### src/hdl/pps_pkg.sv
// Shared package for the preemptive priority scheduler.
// Holds payload structs, operation and report codes, sequencer states and limits.
// No dependencies.
`default_nettype none

package pps_pkg;

    localparam int MAX_PROCESSES_DEF = 16;

    localparam logic [19:0] TIME_MAX = 20'hFFFFF;
    localparam logic [23:0] SUM_MAX  = 24'hFFFFFF;

    typedef enum logic [0:0] {
        OP_LOAD = 1'b0,
        OP_TICK = 1'b1
    } op_t;

    typedef enum logic [0:0] {
        KIND_LOAD_ACK = 1'b0,
        KIND_TICK     = 1'b1
    } kind_t;

    typedef struct packed {
        op_t         op;
        logic [15:0] arrival_time;
        logic [15:0] burst_time;
        logic [7:0]  priority_req;
    } req_t;

    typedef struct packed {
        kind_t       kind;
        logic [4:0]  process_number;
        logic        rejected;
        logic [19:0] time_now;
        logic        finished;
        logic [19:0] completion_time;
        logic [19:0] turnaround;
        logic [19:0] waiting;
        logic        all_done;
        logic [23:0] total_turnaround;
        logic [23:0] total_waiting;
    } rsp_t;

    // One process table entry as stored in the slot RAM.
    typedef struct packed {
        logic [15:0] arrival;
        logic [15:0] burst;
        logic [7:0]  prio;
        logic [15:0] remaining;
    } slot_t;

    typedef enum logic [2:0] {
        S_IDLE,
        S_LOAD,
        S_SCAN,
        S_EXEC,
        S_WAIT,
        S_SUM,
        S_OUT
    } state_t;

endpackage

`default_nettype wire

### src/hdl/preemptive_priority_scheduler_top.sv
// Preemptive priority scheduler: process table in a slot RAM, tick-by-tick selection.
// Depends on pps_pkg and pps_ram.
//
//   channel | signals                 | direction | transfer when
//   req     | req_valid, req_stall, req | in      | req_valid && !req_stall
//   rsp     | rsp_valid, rsp_stall, rsp | out     | rsp_valid && !rsp_stall
//
// A load forms its result in S_LOAD and moves it into the output register in S_OUT.
// A tick scans the loaded processes, then passes through S_EXEC, S_WAIT, S_SUM and S_OUT:
// the scan reads one table slot per cycle through the single RAM read port.
// req_stall is high from transfer until the result enters the output register;
// a result waiting on rsp_stall does not block the next request.
// Reset clears counters, totals, time and done flags; the RAM needs no clearing.
`default_nettype none

module preemptive_priority_scheduler_top
    import pps_pkg::*;
#(
    parameter int MAX_PROCESSES = MAX_PROCESSES_DEF
) (
    input  wire logic clk,
    input  wire logic rst_n,
    input  wire logic req_valid,
    output logic      req_stall,
    input  wire req_t req,
    output logic      rsp_valid,
    input  wire logic rsp_stall,
    output rsp_t      rsp
);

    localparam int IDX_W = (MAX_PROCESSES > 1) ? $clog2(MAX_PROCESSES) : 1;
    localparam int CNT_W = $clog2(MAX_PROCESSES + 1);
    localparam logic [CNT_W-1:0] CNT_MAX = CNT_W'(MAX_PROCESSES);

    state_t state_reg, state_next;

    logic [CNT_W-1:0] loaded_count_reg, loaded_count_next;
    logic [CNT_W-1:0] completed_count_reg, completed_count_next;
    logic [19:0] current_time_reg, current_time_next;
    logic [23:0] tat_sum_reg, tat_sum_next;
    logic [23:0] wt_sum_reg, wt_sum_next;
    logic [MAX_PROCESSES-1:0] done_reg, done_next;

    req_t req_reg, req_next;

    logic [CNT_W-1:0] scan_idx_reg, scan_idx_next;
    logic cmp_valid_reg, cmp_valid_next;
    logic [IDX_W-1:0] cmp_idx_reg, cmp_idx_next;

    logic have_reg, have_next;
    logic [IDX_W-1:0] best_idx_reg, best_idx_next;
    slot_t best_reg, best_next;

    logic fin_reg, fin_next;
    logic [19:0] ct_reg, ct_next;
    logic [19:0] tat_reg, tat_next;
    logic [19:0] wt_reg, wt_next;

    rsp_t res_reg, res_next;
    rsp_t rsp_reg, rsp_next;
    logic rsp_valid_reg, rsp_valid_next;

    logic ram_we;
    logic [IDX_W-1:0] ram_waddr;
    slot_t ram_wdata;
    logic [IDX_W-1:0] ram_raddr;
    logic [$bits(slot_t)-1:0] ram_rdata;
    slot_t rd_slot;

    logic req_xfer;
    logic issue;
    logic eligible;
    logic better;
    logic out_free;
    logic [15:0] rem_new;
    logic [19:0] time_inc;
    logic [24:0] tat_sum_wide;
    logic [24:0] wt_sum_wide;
    logic [CNT_W+4:0] pnum_wide;

    // Process number of the slot being loaded, truncated to the field width
    function automatic logic [4:0] pnum_wide_load(input logic [CNT_W-1:0] slot);
        logic [CNT_W+4:0] wide;
        wide = (CNT_W + 5)'(slot) + (CNT_W + 5)'(1);
        return wide[4:0];
    endfunction

    pps_ram #(
        .WIDTH ($bits(slot_t)),
        .DEPTH (MAX_PROCESSES)
    ) u_slot_ram (
        .clk   (clk),
        .we    (ram_we),
        .waddr (ram_waddr),
        .wdata (ram_wdata),
        .raddr (ram_raddr),
        .rdata (ram_rdata)
    );

    assign rd_slot  = ram_rdata;
    assign req_xfer = req_valid && !req_stall;
    assign issue    = (scan_idx_reg < loaded_count_reg);
    assign out_free = !rsp_valid_reg || !rsp_stall;

    assign eligible = !done_reg[cmp_idx_reg]
                      && ({4'b0, rd_slot.arrival} <= current_time_reg);
    assign better   = !have_reg
                      || (rd_slot.prio < best_reg.prio)
                      || ((rd_slot.prio == best_reg.prio)
                          && (rd_slot.arrival < best_reg.arrival));

    assign rem_new   = (best_reg.remaining == 16'd0) ? 16'd0 : best_reg.remaining - 16'd1;
    assign time_inc  = (current_time_reg == TIME_MAX) ? TIME_MAX : current_time_reg + 20'd1;
    assign tat_sum_wide = {1'b0, tat_sum_reg} + {5'b0, tat_reg};
    assign wt_sum_wide  = {1'b0, wt_sum_reg} + {5'b0, wt_reg};
    assign pnum_wide    = (CNT_W + 5)'(best_idx_reg) + (CNT_W + 5)'(1);

    // Next state
    always_comb
    begin
        state_next = state_reg;
        case (state_reg)
            S_IDLE:
            begin
                if (req_xfer)
                begin
                    state_next = (req.op == OP_LOAD) ? S_LOAD : S_SCAN;
                end
            end
            S_LOAD:
            begin
                state_next = S_OUT;
            end
            S_SCAN:
            begin
                if (!issue && !cmp_valid_reg)
                begin
                    state_next = S_EXEC;
                end
            end
            S_EXEC:
            begin
                state_next = S_WAIT;
            end
            S_WAIT:
            begin
                state_next = S_SUM;
            end
            S_SUM:
            begin
                state_next = S_OUT;
            end
            S_OUT:
            begin
                if (out_free)
                begin
                    state_next = S_IDLE;
                end
            end
            default:
            begin
                state_next = S_IDLE;
            end
        endcase
    end

    // Outputs and RAM control
    always_comb
    begin
        req_stall = (state_reg != S_IDLE);
        ram_raddr = scan_idx_reg[IDX_W-1:0];
        ram_we    = 1'b0;
        ram_waddr = loaded_count_reg[IDX_W-1:0];
        ram_wdata = '{arrival:   req_reg.arrival_time,
                      burst:     req_reg.burst_time,
                      prio:      req_reg.priority_req,
                      remaining: req_reg.burst_time};
        case (state_reg)
            S_LOAD:
            begin
                ram_we = (loaded_count_reg != CNT_MAX);
            end
            S_EXEC:
            begin
                ram_we    = have_reg;
                ram_waddr = best_idx_reg;
                ram_wdata = '{arrival:   best_reg.arrival,
                              burst:     best_reg.burst,
                              prio:      best_reg.prio,
                              remaining: rem_new};
            end
            default:
            begin
                ram_we = 1'b0;
            end
        endcase
    end

    assign rsp_valid = rsp_valid_reg;
    assign rsp       = rsp_reg;

    // Datapath
    always_comb
    begin
        loaded_count_next    = loaded_count_reg;
        completed_count_next = completed_count_reg;
        current_time_next    = current_time_reg;
        tat_sum_next         = tat_sum_reg;
        wt_sum_next          = wt_sum_reg;
        done_next            = done_reg;
        req_next             = req_reg;
        scan_idx_next        = scan_idx_reg;
        cmp_valid_next       = cmp_valid_reg;
        cmp_idx_next         = cmp_idx_reg;
        have_next            = have_reg;
        best_idx_next        = best_idx_reg;
        best_next            = best_reg;
        fin_next             = fin_reg;
        ct_next              = ct_reg;
        tat_next             = tat_reg;
        wt_next              = wt_reg;
        res_next             = res_reg;
        rsp_next             = rsp_reg;
        rsp_valid_next       = rsp_valid_reg;

        // Drop the output once taken
        if (rsp_valid_reg && !rsp_stall)
        begin
            rsp_valid_next = 1'b0;
        end

        case (state_reg)
            S_IDLE:
            begin
                if (req_xfer)
                begin
                    req_next       = req;
                    scan_idx_next  = '0;
                    cmp_valid_next = 1'b0;
                    have_next      = 1'b0;
                end
            end
            S_LOAD:
            begin
                res_next = '0;
                res_next.kind = KIND_LOAD_ACK;
                if (loaded_count_reg == CNT_MAX)
                begin
                    res_next.rejected = 1'b1;
                end
                else
                begin
                    done_next[loaded_count_reg[IDX_W-1:0]] = 1'b0;
                    loaded_count_next = loaded_count_reg + CNT_W'(1);
                    res_next.process_number = pnum_wide_load(loaded_count_reg);
                end
                res_next.time_now         = current_time_reg;
                res_next.all_done         = (completed_count_reg == loaded_count_next);
                res_next.total_turnaround = tat_sum_reg;
                res_next.total_waiting    = wt_sum_reg;
            end
            S_SCAN:
            begin
                cmp_valid_next = issue;
                cmp_idx_next   = scan_idx_reg[IDX_W-1:0];
                if (issue)
                begin
                    scan_idx_next = scan_idx_reg + CNT_W'(1);
                end
                if (cmp_valid_reg && eligible && better)
                begin
                    have_next     = 1'b1;
                    best_idx_next = cmp_idx_reg;
                    best_next     = rd_slot;
                end
            end
            S_EXEC:
            begin
                current_time_next = time_inc;
                fin_next = 1'b0;
                ct_next  = '0;
                tat_next = '0;
                if (have_reg && (rem_new == 16'd0))
                begin
                    fin_next = 1'b1;
                    ct_next  = time_inc;
                    tat_next = time_inc - {4'b0, best_reg.arrival};
                    done_next[best_idx_reg] = 1'b1;
                    completed_count_next = completed_count_reg + CNT_W'(1);
                end
            end
            S_WAIT:
            begin
                wt_next = '0;
                if (fin_reg)
                begin
                    if (tat_reg > {4'b0, best_reg.burst})
                    begin
                        wt_next = tat_reg - {4'b0, best_reg.burst};
                    end
                    tat_sum_next = tat_sum_wide[24] ? SUM_MAX : tat_sum_wide[23:0];
                end
            end
            S_SUM:
            begin
                if (fin_reg)
                begin
                    wt_sum_next = wt_sum_wide[24] ? SUM_MAX : wt_sum_wide[23:0];
                end
                res_next.kind             = KIND_TICK;
                res_next.process_number   = have_reg ? pnum_wide[4:0] : 5'd0;
                res_next.rejected         = 1'b0;
                res_next.time_now         = current_time_reg;
                res_next.finished         = fin_reg;
                res_next.completion_time  = ct_reg;
                res_next.turnaround       = tat_reg;
                res_next.waiting          = wt_reg;
                res_next.all_done         = (completed_count_reg == loaded_count_reg);
                res_next.total_turnaround = tat_sum_reg;
                res_next.total_waiting    = wt_sum_next;
            end
            S_OUT:
            begin
                if (out_free)
                begin
                    rsp_next       = res_reg;
                    rsp_valid_next = 1'b1;
                end
            end
            default:
            begin
                res_next = res_reg;
            end
        endcase
    end

    always_ff @(posedge clk or negedge rst_n)
    begin
        if (!rst_n)
        begin
            state_reg           <= S_IDLE;
            loaded_count_reg    <= '0;
            completed_count_reg <= '0;
            current_time_reg    <= '0;
            tat_sum_reg         <= '0;
            wt_sum_reg          <= '0;
            done_reg            <= '0;
            scan_idx_reg        <= '0;
            cmp_valid_reg       <= 1'b0;
            have_reg            <= 1'b0;
            fin_reg             <= 1'b0;
            rsp_valid_reg       <= 1'b0;
        end
        else
        begin
            state_reg           <= state_next;
            loaded_count_reg    <= loaded_count_next;
            completed_count_reg <= completed_count_next;
            current_time_reg    <= current_time_next;
            tat_sum_reg         <= tat_sum_next;
            wt_sum_reg          <= wt_sum_next;
            done_reg            <= done_next;
            scan_idx_reg        <= scan_idx_next;
            cmp_valid_reg       <= cmp_valid_next;
            have_reg            <= have_next;
            fin_reg             <= fin_next;
            rsp_valid_reg       <= rsp_valid_next;
        end
    end

    always_ff @(posedge clk)
    begin
        req_reg      <= req_next;
        cmp_idx_reg  <= cmp_idx_next;
        best_idx_reg <= best_idx_next;
        best_reg     <= best_next;
        ct_reg       <= ct_next;
        tat_reg      <= tat_next;
        wt_reg       <= wt_next;
        res_reg      <= res_next;
        rsp_reg      <= rsp_next;
    end

    assert property (@(posedge clk) disable iff (!rst_n)
        completed_count_reg <= loaded_count_reg)
        else $error("completed count exceeds loaded count");

    assert property (@(posedge clk) disable iff (!rst_n)
        $countones(done_reg) == int'(completed_count_reg))
        else $error("done flags disagree with completed count");

    assert property (@(posedge clk) disable iff (!rst_n)
        cmp_valid_reg |-> ((CNT_W + 1)'(cmp_idx_reg) < (CNT_W + 1)'(loaded_count_reg)))
        else $error("scan compared an unloaded slot");

    assert property (@(posedge clk) disable iff (!rst_n)
        (state_reg == S_EXEC) |=> (current_time_reg == TIME_MAX
                                   || current_time_reg == $past(current_time_reg) + 20'd1))
        else $error("time did not advance on tick");

endmodule

`default_nettype wire

### src/hdl/pps_ram.sv
// Generic single-write, single-read RAM with registered read data.
// No dependencies.
`default_nettype none

module pps_ram #(
    parameter int WIDTH = 8,
    parameter int DEPTH = 16
) (
    input  wire logic                                     clk,
    input  wire logic                                     we,
    input  wire logic [(DEPTH > 1 ? $clog2(DEPTH) : 1)-1:0] waddr,
    input  wire logic [WIDTH-1:0]                         wdata,
    input  wire logic [(DEPTH > 1 ? $clog2(DEPTH) : 1)-1:0] raddr,
    output logic      [WIDTH-1:0]                         rdata
);

    logic [WIDTH-1:0] mem [DEPTH];

    always_ff @(posedge clk)
    begin
        if (we)
        begin
            mem[waddr] <= wdata;
        end
        rdata <= mem[raddr];
    end

endmodule

`default_nettype wire

### config.mk
export PLATFORM = sky130hd
export DESIGN_NAME = preemptive_priority_scheduler_top
export DESIGN_NICKNAME = d
export VERILOG_FILES = /design/src/hdl/pps_pkg.sv /design/src/hdl/preemptive_priority_scheduler_top.sv /design/src/hdl/pps_ram.sv
export SDC_FILE = /design/constraint.sdc
export NUM_CORES = 2
export LEC_CHECK = 0
export ABC_AREA = 1
export BUFFER_PORTS_ARGS = -buffer_cell sky130_fd_sc_hd__buf_2
export CAP_MARGIN = 0
export CORE_MARGIN = 2
export CORE_UTILIZATION = 56
export CTS_CLUSTER_DIAMETER = 80
export DETAILED_ROUTE_END_ITERATION = 7
export PLACE_DENSITY = 0.85
export SKIP_LAST_GASP = 1
export SLEW_MARGIN = 15
export SYNTH_ARGS = -nofsm -noshare
export SYNTH_HDL_FRONTEND = slang
export SYNTH_SLANG_ARGS = --single-unit
export TNS_END_PERCENT = 10
### constraint.sdc
create_clock -name clk -period 8.9 [get_ports clk]
set_input_delay 0.445 -clock clk [delete_from_list [all_inputs] [get_ports clk]]
set_output_delay 0.445 -clock clk [all_outputs]
set_load 0.1 [all_outputs]
==> impl_metrics.tcl <==
set metrics [dict create \
    seq_area_frac_synth 0.709 \
    final_hold_viol_count 0 \
    root_buffer "clkbuf_16" \
    yosysUniqueCellTypes 56 \
    place.gp.congestion 0.961 \
    grtUsageMet2 0.439 \
    via_count 41439 \
    avgSynthCellArea_sq_um 12.6 \
    required_ns 9.30 \
    nNetsFinal 5331 \
    intPower_mw 14.0 \
    p_seq_frac 0.455 \
    status "finished, violations left" \
    fillers 7451 \
    viasPerCell 6.14 \
    clockPowerShare 0.288 \
    htree_num_levels 4 \
    yosys_warnings 0 \
    largest_reg_flops 896 \
    die_h_um 336 \
    hold_path.class "primary input to flop" \
    arrival_ns 4.91 \
    synth_nets 5088 \
    antenna_found_initial 4 \
    tightest_slew_ns 1.24 \
    pre_cts_slack_ns 4.52 \
    cts_tree "done" \
    grt_use_met1 0.364 \
    total_power_mw 21.2 \
    drt_iter0_markers 6332 \
    setup_tns_ns 0 \
    max_freq_mhz 222 \
    post-route-period-util 0.507 \
    synth_area_leader_cell "edfxtp_1" \
    drive_gt1_frac 0.112 \
    power_per_cell_area_mw_per_mm2 304 \
    grt-busiest-layer "met2" \
    rrSetupSlack_ns 4.39 \
    wire_per_inst_um 23.1 \
    dr.pass1.iters 8 \
    whs_ns 0.0861 \
    clockBufferDepth 3 \
    drcViolationCount 2 \
    portBuffers 183 \
    syn-cell-area_sq_mm 0.0618 \
    placed_cell_area_sq_mm 0.0646 \
    die-area_sq_mm 0.113 \
    r2r_cells 10 \
    swShare 0.342 \
    grt_max_degree 201 \
    post_cts_buffers 0 \
    synth_top_area_share 0.648 \
    leakage_nw 25.4 \
    placedCellCount 6437 \
    core-area_sq_mm 0.109 \
    fin_util 0.639 \
    switchingPower_mw 7.26 \
    grt_usage 0.274 \
    synth-seq-cells 1496 \
    cts_resized 0 \
    path_clk_slew_ns 0.06 \
    timing.final.ws_setup_ns 4.39 \
    synth_common_cells "1334 x edfxtp_1, 739 x nor2_1, 615 x nand2_1" \
    fin_cells 6754 \
    postRouteAntennaNets 0 \
    slew_violations 0 \
    fin_worst_skew_ns 0.0241 \
    setup_viol 0 \
    maxCapViolations 0 \
    synthFlopType "edfxtp_1" \
    end_kind "flop" \
    yosysMostFrequentCell "edfxtp_1" \
    postCtsHoldBufs 42 \
    fin_crit_ns 4.51 \
    clock_latency_ns 0.78 \
    synthTopCellsByArea "edfxtp_1 65%, nor2_1 4.5%, dfrtp_1 4.3%" \
    violations "design-rule violations" \
    grt_pass1_vias 40193 \
    die_w_um 336 \
    min_path_cells 3 \
    rsz0062_at_grt "no" \
    synthCells 4910 \
    area_growth_pct 12.8 \
    row_count 121 \
    cp-start-kind "flop" \
    crit_fanout 32 \
    crit_type "flop to flop" \
    fin_area_sq_mm 0.0698 \
    numCtsBuffers 147 \
    use_met3 0.0559 \
    clock_sinks 1496 \
    async_reset_ff_frac 0.0709 \
    multi_input_area_sq_mm 0.0161 \
    start_util 0.566 \
    io_pins 184 \
    relSlewSlack 0.171 \
    seq_area_sq_mm 0.0438 \
    combinationalPowerShare 0.257 \
    wl_um 156000 \
    grt_overflow 0 \
    grt_pass1_wl_um 234000 \
    peakVddDrop_mv 0.205 \
    synth_edf_count 1334 \
    post-dp-hpwl_um 89200 \
]
[power by group through the flow]
stage | clock (mW) | combinational (mW) | sequential [mW]
after floorplan | 0 | 3.07 | 10.5
after global placement | 0 | 5.13 | 9.74
after detailed placement | 0 | 5.30 | 9.77
after CTS | 6.15 | 5.38 | 9.64
after global routing | 6.43 | 5.89 | 9.72
final | 6.12 | 5.46 | 9.66
[layout make-up]
type / count / share of cell area
Timing Repair Buffer: 309 / 0.0288
Antenna cell: 2 / 0.0000718
Clock buffer: 194 / 0.0567
Tap cell: 1476 / 0.0265
Inverter: 315 / 0.0171
Multi-Input combinational cell: 2884 / 0.231
Clock inverter: 78 / 0.0115
Sequential cell: 1496 / 0.629
[layer usage]
layer,routed length [um],share of wire
met1,58200,0.37
met3,17500,0.11
met2,74300,0.48
met5,30,0.00019
met4,6040,0.039
[worst paths after layout]
path	from	endpoint
max reg2reg	loaded_count_reg[0]	u_slot_ram.mem[15][40]
max in group asynchronous	rst_n	current_time_reg[7]
min reg2reg	u_slot_ram.rdata[37]	best_reg[37]
max	loaded_count_reg[0]	u_slot_ram.mem[15][40]
min in group asynchronous	rst_n	wt_sum_reg[14]
min	req_valid	state_reg[0]
[cells by family after synthesis]
kind of cell	share of synthesized area
flip-flops	0.709
buffers and inverters	0.0333
AND/OR/NAND/NOR	0.115
XOR/XNOR	0.0115
adder cells (fa/ha/maj)	0.0274
multiplexers	0.0151
AO/OA/AOI/OAI	0.0891
[layout by cell type, fill, tap and decap left out, drive strengths merged, types with 28 or more instances in the layout]
| master | netlist | final |
|---|---|---|
| nand2 | 620 | 620 |
| xnor2 | 28 | 28 |
| dfxtp | 56 | 56 |
| dfrtp | 106 | 106 |
| edfxtp | 1334 | 1334 |
| mux2i | 93 | 93 |
| ha | 129 | 129 |
| a21oi | 130 | 130 |
| nand3 | 231 | 231 |
| buf | 46 | 267 |
| xor2 | 53 | 53 |
| nor2 | 777 | 777 |
| o21ai | 409 | 409 |
| nand4 | 30 | 30 |
| o221ai | 94 | 94 |
| dlygate4sd3 | 0 | 42 |
| inv | 312 | 322 |
| clkbuf | 169 | 194 |
| clkinv | 3 | 57 |
| o32ai | 131 | 131 |
[critical path, cell delays in order, from the launching register on]
cell and delay, ns:
dfrtp_1 0.47, inv_1 0.14, ha_1 0.21, inv_1 0.12, nor2_1 0.09, nand2_1 0.16, nand2_1 0.42, o21ai_0 0.36
nand3b_1 0.40, nor2_4 1.05, buf_4 0.68
Note: power is estimated with default switching activity, not from simulation.
